$ cat config.mk
export PLATFORM = sky130hd
export DESIGN_NAME = wake_time_ordered_event_queue
export DESIGN_NICKNAME = d
export VERILOG_FILES = /design/src/design/wtq_pkg.sv /design/src/design/wtq_cmp.sv /design/src/design/wake_time_ordered_event_queue.sv
export SDC_FILE = /design/constraint.sdc
export NUM_CORES = 2
export LEC_CHECK = 0
export BUFFER_PORTS_ARGS = -buffer_cell sky130_fd_sc_hd__buf_2
export CAP_MARGIN = 25
export CORE_ASPECT_RATIO = 0.9
export CORE_UTILIZATION = 65
export DETAILED_ROUTE_END_ITERATION = 7
export PLACE_DENSITY_LB_ADDON = 0.1
export REMOVE_ABC_BUFFERS = 1
export SYNTH_ARGS = -nofsm -noshare
export SYNTH_HDL_FRONTEND = slang
export SYNTH_SLANG_ARGS = --single-unit
$ cat constraint.sdc
create_clock -name clk -period 21.8 [get_ports clk]
set_clock_uncertainty 0.05 [all_clocks]
set_input_delay 2.18 -clock clk [delete_from_list [all_inputs] [get_ports clk]]
set_output_delay 2.18 -clock clk [all_outputs]
set_load 0.005 [all_outputs]
$ cat src/design/wtq_pkg.sv
// Shared widths, action and status codes, and the compare unit's result
// type for the wake-time ordered event queue. No dependencies.
`default_nettype none

package wtq_pkg;

  localparam int ID_W   = 16;
  localparam int DATA_W = 16;
  localparam int ACT_W  = 3;
  localparam int STAT_W = 3;

  localparam int DEF_QUEUE_DEPTH = 16;
  localparam int DEF_TIME_BITS   = 48;

  // action codes
  localparam logic [ACT_W-1:0] ACT_SCHED   = 3'd0;
  localparam logic [ACT_W-1:0] ACT_POP     = 3'd1;
  localparam logic [ACT_W-1:0] ACT_REMOVE  = 3'd2;
  localparam logic [ACT_W-1:0] ACT_REPLACE = 3'd3;
  localparam logic [ACT_W-1:0] ACT_TICK    = 3'd4;

  // status codes
  localparam logic [STAT_W-1:0] ST_OK       = 3'd0;
  localparam logic [STAT_W-1:0] ST_NODUE    = 3'd1;
  localparam logic [STAT_W-1:0] ST_NOTFOUND = 3'd2;
  localparam logic [STAT_W-1:0] ST_FULL     = 3'd3;
  localparam logic [STAT_W-1:0] ST_PAST     = 3'd4;
  localparam logic [STAT_W-1:0] ST_DUP      = 3'd5;

  typedef struct packed {
    logic id_eq;    // entry id equals key id
    logic wake_gt;  // entry wake time later than key time
  } wtq_cmp_t;

endpackage

`default_nettype wire

$ cat src/design/wtq_cmp.sv
// Shared compare unit: id match and wake-time order of one table entry
// against the key. Depends on wtq_pkg.
`default_nettype none

module wtq_cmp #(
  parameter int TIME_BITS = wtq_pkg::DEF_TIME_BITS
) (
  input  logic [wtq_pkg::ID_W-1:0] ent_id,
  input  logic [TIME_BITS-1:0]     ent_wake,
  input  logic [wtq_pkg::ID_W-1:0] key_id,
  input  logic [TIME_BITS-1:0]     key_wake,
  output wtq_pkg::wtq_cmp_t        cmp
);
  import wtq_pkg::*;

  always_comb begin
    cmp.id_eq   = (ent_id == key_id);
    cmp.wake_gt = (ent_wake > key_wake);
  end

endmodule

`default_nettype wire

$ cat src/design/wake_time_ordered_event_queue.sv
// Wake-time ordered event queue: sorted task table in a one-read, one-write RAM
// walked by a sequencer around one shared compare unit. Depends on wtq_pkg, wtq_cmp.
// Tick and unused codes go straight to the result; pop checks the head, then shifts;
// replace scans, then writes; remove scans, then shifts; schedule scans, shifts,
// then writes; a rejected scan-based word ends after the scan. The id scan and the
// shift each move one entry per cycle through the table RAM (one read, one write
// per cycle). One word is in work at a time: in_ready returns with out_valid,
// and a result waits while the output register holds an untaken result.
// Reset: time and task count clear; table contents are never read above count.
`default_nettype none

module wake_time_ordered_event_queue #(
  parameter int QUEUE_DEPTH = wtq_pkg::DEF_QUEUE_DEPTH,
  parameter int TIME_BITS   = wtq_pkg::DEF_TIME_BITS
) (
  input  logic                               clk,
  input  logic                               rst_n,
  // input channel
  input  logic                               in_valid,
  output logic                               in_ready,
  input  logic [wtq_pkg::ACT_W-1:0]          in_action,
  input  logic [wtq_pkg::ID_W-1:0]           in_entry_id,
  input  logic [wtq_pkg::DATA_W-1:0]         in_entry_data,
  input  logic [TIME_BITS-1:0]               in_wake_time,
  // result channel
  output logic                               out_valid,
  input  logic                               out_ready,
  output logic                               out_ok,
  output logic [wtq_pkg::STAT_W-1:0]         out_status,
  output logic [wtq_pkg::ID_W-1:0]           out_id,
  output logic [wtq_pkg::DATA_W-1:0]         out_data,
  output logic [TIME_BITS-1:0]               out_wake_time,
  output logic [$clog2(QUEUE_DEPTH+1)-1:0]   out_pending
);
  import wtq_pkg::*;

  localparam int IDX_W = $clog2(QUEUE_DEPTH);
  localparam int CNT_W = $clog2(QUEUE_DEPTH + 1);
  localparam int ENT_W = ID_W + DATA_W + TIME_BITS;

  // sequencer states
  localparam logic [2:0] S_IDLE  = 3'd0;
  localparam logic [2:0] S_SCAN  = 3'd1;  // id / insert-point walk
  localparam logic [2:0] S_HEAD  = 3'd2;  // pop: head due check
  localparam logic [2:0] S_SHIFT = 3'd3;  // move entries one slot
  localparam logic [2:0] S_WRITE = 3'd4;  // final table write
  localparam logic [2:0] S_DONE  = 3'd5;  // hand result to output reg

  logic [2:0]            state_r, state_nxt;

  // latched request
  logic [ACT_W-1:0]      op_r, op_nxt;
  logic [ID_W-1:0]       key_id_r, key_id_nxt;
  logic [DATA_W-1:0]     key_data_r, key_data_nxt;
  logic [TIME_BITS-1:0]  key_wake_r, key_wake_nxt;

  // architectural state
  logic [TIME_BITS-1:0]  cur_time_r, cur_time_nxt;
  logic [CNT_W-1:0]      count_r, count_nxt;

  // scan pipeline: issue index and the compare slot, which sees each entry in the cycle after its issue
  logic [CNT_W-1:0]      idx_r, idx_nxt;
  logic                  cmp_vld_r, cmp_vld_nxt;
  logic [IDX_W-1:0]      cmp_idx_r, cmp_idx_nxt;
  logic                  found_r, found_nxt;
  logic [IDX_W-1:0]      pos_r, pos_nxt;
  logic                  ins_found_r, ins_found_nxt;
  logic [CNT_W-1:0]      ins_r, ins_nxt;
  logic [ENT_W-1:0]      hit_r, hit_nxt;

  // shift engine: read one slot, write it to its neighbor next cycle
  logic [IDX_W-1:0]      sh_idx_r, sh_idx_nxt;
  logic [CNT_W-1:0]      sh_left_r, sh_left_nxt;
  logic                  sh_up_r, sh_up_nxt;      // 1: close a gap (delete)
  logic                  pend_vld_r, pend_vld_nxt;
  logic [IDX_W-1:0]      pend_addr_r, pend_addr_nxt;

  // staged result
  logic                  res_ok_r, res_ok_nxt;
  logic [STAT_W-1:0]     res_status_r, res_status_nxt;
  logic [ID_W-1:0]       res_id_r, res_id_nxt;
  logic [DATA_W-1:0]     res_data_r, res_data_nxt;
  logic [TIME_BITS-1:0]  res_wake_r, res_wake_nxt;

  // output register
  logic                  out_valid_r, out_valid_nxt;
  logic                  out_ok_r, out_ok_nxt;
  logic [STAT_W-1:0]     out_status_r, out_status_nxt;
  logic [ID_W-1:0]       out_id_r, out_id_nxt;
  logic [DATA_W-1:0]     out_data_r, out_data_nxt;
  logic [TIME_BITS-1:0]  out_wake_r, out_wake_nxt;
  logic [CNT_W-1:0]      out_pending_r, out_pending_nxt;

  // task table RAM, word = {id, data, wake}
  logic [ENT_W-1:0]      mem_r [QUEUE_DEPTH];
  logic [ENT_W-1:0]      rd_data_r;
  logic                  rd_en;
  logic [IDX_W-1:0]      rd_addr;
  logic                  wr_en;
  logic [IDX_W-1:0]      wr_addr;
  logic [ENT_W-1:0]      wr_word;

  // shared compare unit
  logic [ID_W-1:0]       ent_id;
  logic [DATA_W-1:0]     ent_data;
  logic [TIME_BITS-1:0]  ent_wake;
  logic [TIME_BITS-1:0]  cmp_key_wake;
  wtq_cmp_t              cmp;

  assign ent_id   = rd_data_r[ENT_W-1 -: ID_W];
  assign ent_data = rd_data_r[TIME_BITS +: DATA_W];
  assign ent_wake = rd_data_r[TIME_BITS-1:0];

  // pop checks the head against current time; scans against the new wake time
  assign cmp_key_wake = (op_r == ACT_POP) ? cur_time_r : key_wake_r;

  wtq_cmp #(
    .TIME_BITS (TIME_BITS)
  ) u_cmp (
    .ent_id   (ent_id),
    .ent_wake (ent_wake),
    .key_id   (key_id_r),
    .key_wake (cmp_key_wake),
    .cmp      (cmp)
  );

  assign in_ready = (state_r == S_IDLE);

  always_comb begin
    state_nxt       = state_r;
    op_nxt          = op_r;
    key_id_nxt      = key_id_r;
    key_data_nxt    = key_data_r;
    key_wake_nxt    = key_wake_r;
    cur_time_nxt    = cur_time_r;
    count_nxt       = count_r;
    idx_nxt         = idx_r;
    cmp_vld_nxt     = cmp_vld_r;
    cmp_idx_nxt     = cmp_idx_r;
    found_nxt       = found_r;
    pos_nxt         = pos_r;
    ins_found_nxt   = ins_found_r;
    ins_nxt         = ins_r;
    hit_nxt         = hit_r;
    sh_idx_nxt      = sh_idx_r;
    sh_left_nxt     = sh_left_r;
    sh_up_nxt       = sh_up_r;
    pend_vld_nxt    = pend_vld_r;
    pend_addr_nxt   = pend_addr_r;
    res_ok_nxt      = res_ok_r;
    res_status_nxt  = res_status_r;
    res_id_nxt      = res_id_r;
    res_data_nxt    = res_data_r;
    res_wake_nxt    = res_wake_r;
    out_valid_nxt   = out_valid_r;
    out_ok_nxt      = out_ok_r;
    out_status_nxt  = out_status_r;
    out_id_nxt      = out_id_r;
    out_data_nxt    = out_data_r;
    out_wake_nxt    = out_wake_r;
    out_pending_nxt = out_pending_r;
    rd_en           = 1'b0;
    rd_addr         = '0;
    wr_en           = 1'b0;
    wr_addr         = '0;
    wr_word         = '0;

    if (out_valid_r && out_ready) begin
      out_valid_nxt = 1'b0;
    end

    unique case (state_r)
      S_IDLE: begin
        if (in_valid) begin
          op_nxt         = in_action;
          key_id_nxt     = in_entry_id;
          key_data_nxt   = in_entry_data;
          key_wake_nxt   = in_wake_time;
          idx_nxt        = '0;
          cmp_vld_nxt    = 1'b0;
          found_nxt      = 1'b0;
          ins_found_nxt  = 1'b0;
          ins_nxt        = count_r;   // append unless a later wake is seen
          res_ok_nxt     = 1'b1;
          res_status_nxt = ST_OK;
          res_id_nxt     = '0;
          res_data_nxt   = '0;
          res_wake_nxt   = '0;
          unique case (in_action) inside
            ACT_SCHED, ACT_REMOVE, ACT_REPLACE: begin
              state_nxt = S_SCAN;
            end
            ACT_POP: begin
              if (count_r == '0) begin
                res_ok_nxt     = 1'b0;
                res_status_nxt = ST_NODUE;
                state_nxt      = S_DONE;
              end else begin
                rd_en     = 1'b1;
                rd_addr   = '0;
                state_nxt = S_HEAD;
              end
            end
            ACT_TICK: begin
              cur_time_nxt = cur_time_r + TIME_BITS'(1);
              state_nxt    = S_DONE;
            end
            default: begin
              state_nxt = S_DONE;
            end
          endcase
        end
      end

      S_SCAN: begin
        // issue side
        if (idx_r < count_r) begin
          rd_en       = 1'b1;
          rd_addr     = idx_r[IDX_W-1:0];
          cmp_vld_nxt = 1'b1;
          cmp_idx_nxt = idx_r[IDX_W-1:0];
          idx_nxt     = idx_r + CNT_W'(1);
        end else begin
          cmp_vld_nxt = 1'b0;
        end
        // compare side, one entry behind
        if (cmp_vld_r) begin
          if (cmp.id_eq && !found_r) begin
            found_nxt = 1'b1;
            pos_nxt   = cmp_idx_r;
            hit_nxt   = rd_data_r;
          end
          if (cmp.wake_gt && !ins_found_r) begin
            ins_found_nxt = 1'b1;
            ins_nxt       = CNT_W'(cmp_idx_r);
          end
        end
        // walk finished: nothing left to issue and nothing in flight
        if (!cmp_vld_r && !(idx_r < count_r)) begin
          unique case (op_r)
            ACT_SCHED: begin
              if (found_r) begin
                res_ok_nxt     = 1'b0;
                res_status_nxt = ST_DUP;
                state_nxt      = S_DONE;
              end else if (key_wake_r < cur_time_r) begin
                res_ok_nxt     = 1'b0;
                res_status_nxt = ST_PAST;
                state_nxt      = S_DONE;
              end else if (count_r == CNT_W'(QUEUE_DEPTH)) begin
                res_ok_nxt     = 1'b0;
                res_status_nxt = ST_FULL;
                state_nxt      = S_DONE;
              end else begin
                // open a hole at the insert point, top entry first
                sh_idx_nxt   = IDX_W'(count_r - CNT_W'(1));
                sh_left_nxt  = count_r - ins_r;
                sh_up_nxt    = 1'b0;
                pend_vld_nxt = 1'b0;
                state_nxt    = S_SHIFT;
              end
            end
            ACT_REMOVE: begin
              if (!found_r) begin
                res_ok_nxt     = 1'b0;
                res_status_nxt = ST_NOTFOUND;
                state_nxt      = S_DONE;
              end else begin
                res_id_nxt   = hit_r[ENT_W-1 -: ID_W];
                res_data_nxt = hit_r[TIME_BITS +: DATA_W];
                res_wake_nxt = hit_r[TIME_BITS-1:0];
                sh_idx_nxt   = pos_r + IDX_W'(1);
                sh_left_nxt  = count_r - CNT_W'(1) - CNT_W'(pos_r);
                sh_up_nxt    = 1'b1;
                pend_vld_nxt = 1'b0;
                state_nxt    = S_SHIFT;
              end
            end
            ACT_REPLACE: begin
              if (!found_r) begin
                res_ok_nxt     = 1'b0;
                res_status_nxt = ST_NOTFOUND;
                state_nxt      = S_DONE;
              end else begin
                res_id_nxt   = hit_r[ENT_W-1 -: ID_W];
                res_data_nxt = hit_r[TIME_BITS +: DATA_W];
                res_wake_nxt = hit_r[TIME_BITS-1:0];
                state_nxt    = S_WRITE;
              end
            end
            default: begin
              state_nxt = S_DONE;
            end
          endcase
        end
      end

      S_HEAD: begin
        if (cmp.wake_gt) begin
          res_ok_nxt     = 1'b0;
          res_status_nxt = ST_NODUE;
          state_nxt      = S_DONE;
        end else begin
          res_id_nxt   = ent_id;
          res_data_nxt = ent_data;
          res_wake_nxt = ent_wake;
          sh_idx_nxt   = IDX_W'(1);
          sh_left_nxt  = count_r - CNT_W'(1);
          sh_up_nxt    = 1'b1;
          pend_vld_nxt = 1'b0;
          state_nxt    = S_SHIFT;
        end
      end

      S_SHIFT: begin
        if (sh_left_r != '0) begin
          rd_en        = 1'b1;
          rd_addr      = sh_idx_r;
          pend_vld_nxt = 1'b1;
          if (sh_up_r) begin
            pend_addr_nxt = sh_idx_r - IDX_W'(1);
            sh_idx_nxt    = sh_idx_r + IDX_W'(1);
          end else begin
            pend_addr_nxt = sh_idx_r + IDX_W'(1);
            sh_idx_nxt    = sh_idx_r - IDX_W'(1);
          end
          sh_left_nxt = sh_left_r - CNT_W'(1);
        end else begin
          pend_vld_nxt = 1'b0;
        end
        if (pend_vld_r) begin
          wr_en   = 1'b1;
          wr_addr = pend_addr_r;
          wr_word = rd_data_r;
        end
        if (sh_left_r == '0 && !pend_vld_r) begin
          if (op_r == ACT_SCHED) begin
            state_nxt = S_WRITE;
          end else begin
            count_nxt = count_r - CNT_W'(1);
            state_nxt = S_DONE;
          end
        end
      end

      S_WRITE: begin
        wr_en = 1'b1;
        if (op_r == ACT_SCHED) begin
          wr_addr      = ins_r[IDX_W-1:0];
          wr_word      = {key_id_r, key_data_r, key_wake_r};
          count_nxt    = count_r + CNT_W'(1);
          res_id_nxt   = key_id_r;
          res_data_nxt = key_data_r;
          res_wake_nxt = key_wake_r;
        end else begin
          wr_addr = pos_r;
          wr_word = {hit_r[ENT_W-1 -: ID_W], key_data_r, hit_r[TIME_BITS-1:0]};
        end
        state_nxt = S_DONE;
      end

      S_DONE: begin
        if (!out_valid_r || out_ready) begin
          out_valid_nxt   = 1'b1;
          out_ok_nxt      = res_ok_r;
          out_status_nxt  = res_status_r;
          out_id_nxt      = res_id_r;
          out_data_nxt    = res_data_r;
          out_wake_nxt    = res_wake_r;
          out_pending_nxt = count_r;
          state_nxt       = S_IDLE;
        end
      end

      default: begin
        state_nxt = S_IDLE;
      end
    endcase
  end

  // control state
  always_ff @(posedge clk) begin
    if (!rst_n) begin
      state_r     <= S_IDLE;
      cur_time_r  <= '0;
      count_r     <= '0;
      cmp_vld_r   <= 1'b0;
      pend_vld_r  <= 1'b0;
      out_valid_r <= 1'b0;
    end else begin
      state_r     <= state_nxt;
      cur_time_r  <= cur_time_nxt;
      count_r     <= count_nxt;
      cmp_vld_r   <= cmp_vld_nxt;
      pend_vld_r  <= pend_vld_nxt;
      out_valid_r <= out_valid_nxt;
    end
  end

  // payload and working registers
  always_ff @(posedge clk) begin
    op_r          <= op_nxt;
    key_id_r      <= key_id_nxt;
    key_data_r    <= key_data_nxt;
    key_wake_r    <= key_wake_nxt;
    idx_r         <= idx_nxt;
    cmp_idx_r     <= cmp_idx_nxt;
    found_r       <= found_nxt;
    pos_r         <= pos_nxt;
    ins_found_r   <= ins_found_nxt;
    ins_r         <= ins_nxt;
    hit_r         <= hit_nxt;
    sh_idx_r      <= sh_idx_nxt;
    sh_left_r     <= sh_left_nxt;
    sh_up_r       <= sh_up_nxt;
    pend_addr_r   <= pend_addr_nxt;
    res_ok_r      <= res_ok_nxt;
    res_status_r  <= res_status_nxt;
    res_id_r      <= res_id_nxt;
    res_data_r    <= res_data_nxt;
    res_wake_r    <= res_wake_nxt;
    out_ok_r      <= out_ok_nxt;
    out_status_r  <= out_status_nxt;
    out_id_r      <= out_id_nxt;
    out_data_r    <= out_data_nxt;
    out_wake_r    <= out_wake_nxt;
    out_pending_r <= out_pending_nxt;
  end

  // table RAM: one write, one registered read per cycle
  always_ff @(posedge clk) begin
    if (wr_en) begin
      mem_r[wr_addr] <= wr_word;
    end
    if (rd_en) begin
      rd_data_r <= mem_r[rd_addr];
    end
  end

  assign out_valid     = out_valid_r;
  assign out_ok        = out_ok_r;
  assign out_status    = out_status_r;
  assign out_id        = out_id_r;
  assign out_data      = out_data_r;
  assign out_wake_time = out_wake_r;
  assign out_pending   = out_pending_r;

  // task count never passes the table depth
  a_count_bound: assert property (@(posedge clk) disable iff (!rst_n)
    count_r <= CNT_W'(QUEUE_DEPTH))
    else $error("task count above table depth");

  // count moves by at most one per operation step
  a_count_step: assert property (@(posedge clk) disable iff (!rst_n)
    (count_r == $past(count_r)) || (count_r == $past(count_r) + CNT_W'(1)) ||
    (count_r == $past(count_r) - CNT_W'(1)))
    else $error("task count jumped");

  // ok flag and status agree
  a_ok_status: assert property (@(posedge clk) disable iff (!rst_n)
    out_valid |-> (out_ok == (out_status == ST_OK)))
    else $error("ok flag disagrees with status");

  // failed operations report an empty task
  a_fail_zero: assert property (@(posedge clk) disable iff (!rst_n)
    (out_valid && !out_ok) |-> (out_id == '0 && out_data == '0 && out_wake_time == '0))
    else $error("failed result carries task fields");

endmodule

`default_nettype wire
==> flow_metrics.py <==
metrics = {
    "global_route": {
        "grt_pass1_wl_microns": 302000,
        "antenna_found_initial": 5,
        "first_global_vias": 46272,
        "grt_max_degree": 205,
        "grt-ovfl-total": 0,
        "track_usage_pct": 36.3,
    },
    "clock_tree": {
        "cts_sinks": 1789,
        "hold_buffers": 0,
        "cts_resized": 0,
        "cts_buffer_depth": 3,
        "clkTransAtPathRegs_ps": 60,
        "ctsRootBufferMaster": "clkbuf_16",
        "insertion_delay_ps": 810,
        "cts_buffers": 170,
        "cts_tree": "built",
        "cts_max_level": 4,
        "post_cts_buffers": 0,
    },
    "logic_synthesis": {
        "synth_top_area_share_pct": 70.7,
        "avgSynthCellArea_sq_um": 13.4,
        "ys.flop_type": "edfxtp_1",
        "synth_top_family_by_area": "simple AND/OR/NAND/NOR gates",
        "synthAdderAreaFrac_pct": 2.05,
        "post_synth_and_or_nand_nor_area_fraction_pct": 11.1,
        "netlist_instances": 5474,
        "synthXorXnorAreaFrac_pct": 1.01,
        "yosys.cell_types.count": 65,
        "synth-edff-count": 1730,
        "synth_area_leaders": "edfxtp_1 71%, nand2_1 6.2%, mux2i_1 2.8%",
        "synth_warnings": 0,
        "synth_seq_cells": 1789,
        "synth_largest_area_cell": "edfxtp_1",
        "synthArstFlopShare_pct": 0,
        "yosysSeqAreaShare_pct": 72.3,
        "syn-cell-area_sq_um": 73500,
        "synthMuxAreaShare_pct": 2.81,
        "synth_compound_area_share_pct": 8.02,
    },
    "final_layout": {
        "drive_above_1_share_pct": 10.6,
        "seq_area_sq_um": 53100,
        "synthToLayoutAreaGrowth_pct": 11.3,
        "nNetsFinal": 5848,
        "multi_input_area_sq_um": 18600,
        "stdcell_count": 7252,
        "nFillCells": 7035,
    },
    "critical_path": {
        "worst_path_max_delay_cell": "buf_4",
        "cpPeakStageDelay_ps": 850,
        "crit_fanout": 169,
        "cp_cell_sequence": "buf_4 > nor2b_1 > and3_1 > nand2_1 > o211ai_1 > buf_4 > buf_4 > buf_12 > buf_4 > a211oi_1 > a311oi_1 > a31oi_1 > o21ai_1",
        "crit_required_ps": 22410,
        "cp-end-kind": "flip-flop",
        "worstPathArrival_ps": 7460,
        "crit_top_cell": "buf_4",
        "start_kind": "flip-flop",
        "crit_type": "flip-flop to flip-flop",
    },
    "job": {
        "drv_cap": 0,
    },
    "die": {
        "start_util_pct": 65.8,
        "fp.dieW_microns": 356,
        "dieArea_sq_um": 114000,
        "io_pins": 178,
        "rows": 116,
        "chipHeight_microns": 321,
        "core_area_sq_um": 112000,
    },
    "detailed_routing": {
        "wire_per_inst_microns": 28.6,
        "routed_wl_microns": 208000,
        "drc_errors": 14,
        "drt_pass1_iterations": 8,
        "vias": 48416,
        "vias_per_cell": 6.68,
        "dr.first_iter.drc_count": 7562,
        "drtAntennaViolNets": 0,
    },
    "status": {
        "violations": "DRC",
        "status": "finished, violations left",
    },
    "pwr": {
        "p_leak_uw": 0.0282,
        "p_per_area_nw_per_um2": 124,
        "power.total_uw": 10100,
        "peakVddDrop_v": 0.000160,
    },
    "timing": {
        "relSlewSlack_pct": 22.8,
        "whs_ps": 365,
        "finalSetupViolCount": 0,
        "slew_viol_final": 0,
        "setup_tns_ps": 0,
        "fmax_ghz": 0.146,
        "tightest_slew_ps": 1150,
        "finalCritPeriodShare_pct": 31.4,
        "period_minus_slack_ps": 6850,
        "rsz0062_at_grt": "false",
        "hold_violations": 0,
    },
    "worst_hold_path": {
        "hold_class": "flip-flop to flip-flop",
    },
    "place": {
        "dp_cells": 6936,
        "io_buffers": 177,
        "hpwl_microns": 111000,
        "gp_congestion": 0.874,
    },
}
cells by family (layout without fill, tap and decap cells):
kind of cell | count (synthesis) | in the layout
AND/OR/NAND/NOR | 1896 | 1896
flip-flops | 1789 | 1789
AO/OA/AOI/OAI | 879 | 879
buffers and inverters | 500 | 799
multiplexers | 206 | 206
adder cells (fa/ha/maj) | 119 | 119
XOR/XNOR | 85 | 85
other | 0 | 4
cells in the mapped netlist (all sizes together), types with 8 or more instances:
library cell  number
ha               117
o211ai            11
buf               90
nor2b              8
o21ai            265
a211oi           165
a32oi             80
and4              10
nor2             107
mux2i            204
xnor2             72
nand4            112
a22oi             81
nand2           1223
nand3            350
edfxtp          1730
a311oi            79
dfxtp             59
a31oi             83
a21oi             69
a21o              10
nand2b             8
clkbuf           252
xor2              13
inv              158
or3                8
nor3              23
and2              10
nor4               8
and3              17
flip-flops by register name (all words and copies together) (netlist names), 48 cells and up:
register	cells
out_wake_time	48
cur_time_r	48
res_wake_r	48
hit_r	80
rd_data_r	80
mem_r	1280
key_wake_r	48
cells in the final DEF (no fill, tap or decap), types with 11 or more instances in the layout:
| master | netlist | routed |
|---|---|---|
| clkinv_1 | 0 | 39 |
| xnor2_1 | 72 | 72 |
| a211oi_1 | 165 | 165 |
| inv_1 | 156 | 156 |
| edfxtp_1 | 1730 | 1730 |
| bufinv_16 | 0 | 11 |
| buf_2 | 65 | 177 |
| xor2_1 | 13 | 13 |
| and3_1 | 17 | 15 |
| clkbuf_1 | 252 | 44 |
| nor2_1 | 107 | 89 |
| a32oi_1 | 80 | 80 |
| mux2i_1 | 204 | 204 |
| nand2_1 | 1223 | 1222 |
| clkbuf_16 | 0 | 173 |
| o211ai_1 | 11 | 11 |
| o21ai_0 | 227 | 218 |
| nand4_1 | 111 | 111 |
| clkinv_2 | 0 | 21 |
| a22oi_1 | 81 | 80 |
| a311oi_1 | 79 | 79 |
| nor2_4 | 0 | 18 |
| nor3_1 | 23 | 21 |
| buf_4 | 2 | 148 |
| nand3_1 | 349 | 349 |
| a21oi_1 | 68 | 66 |
| a31oi_1 | 83 | 83 |
| o21ai_1 | 38 | 47 |
| ha_1 | 117 | 117 |
| dfxtp_1 | 59 | 58 |
final cells by class:
cell class | count | area share (%)
well taps | 1475 | 2.26
repair buffers | 338 | 2.80
multi-input cells | 3185 | 22.8
flip-flops and latches | 1789 | 65.0
clock inverters | 83 | 0.887
diodes | 4 | 0.0122
clock buffers | 220 | 5.55
inverters | 158 | 0.728
path summary, 6_finish.rpt:
kind	from	endpoint	slack (ps)	depth (start not counted)
max reg2reg	state_r[2]	rd_data_r[66]	14950	13
max	state_r[2]	rd_data_r[66]	14950	13
min	res_wake_r[45]	out_wake_time[45]	360	0
min reg2reg	res_wake_r[45]	out_wake_time[45]	360	0
layer usage:
metal  GRT usage (%)  part of all wire (%)  up-vias
met2            54.4                    45     3449
met3            8.15                    13      486
met4            15.1                   3.9        2
li1                -                     -    20830
met1            51.8                    38    23649
met5               0                0.0063        -
worst max-delay path: cells and delay by family (launching register included):
| family | cells | cell delay [ps] |
|---|---|---|
| buffers and inverters | 5 | 3390 |
| DFF | 1 | 500 |
| AOI/OAI and AO/OA | 5 | 890 |
| and+or+nand+nor | 3 | 1700 |
through the flow:
step | area (sq um) | worst slack (ps) | util [%]
2_1_floorplan | 72100 | 1910 | -
3_3_place_gp | 76300 | 15270 | 68.3
3_5_place_dp | 76400 | 14980 | 68.4
4_1_cts | 81600 | 15030 | 73.1
5_1_grt | 81800 | 14550 | 73.3
6_report | 81800 | 14950 | 73.3
power by group:
part	internal, uW	total [uW]	leakage [uW]	switching, uW
sequential	4470	4730	0.0161	256
combinational	704	2560	0.00958	1850
clock	1590	2840	0.00255	1250
total	6770	10100	0.0282	3360
Power figures use the tool's default switching activity.
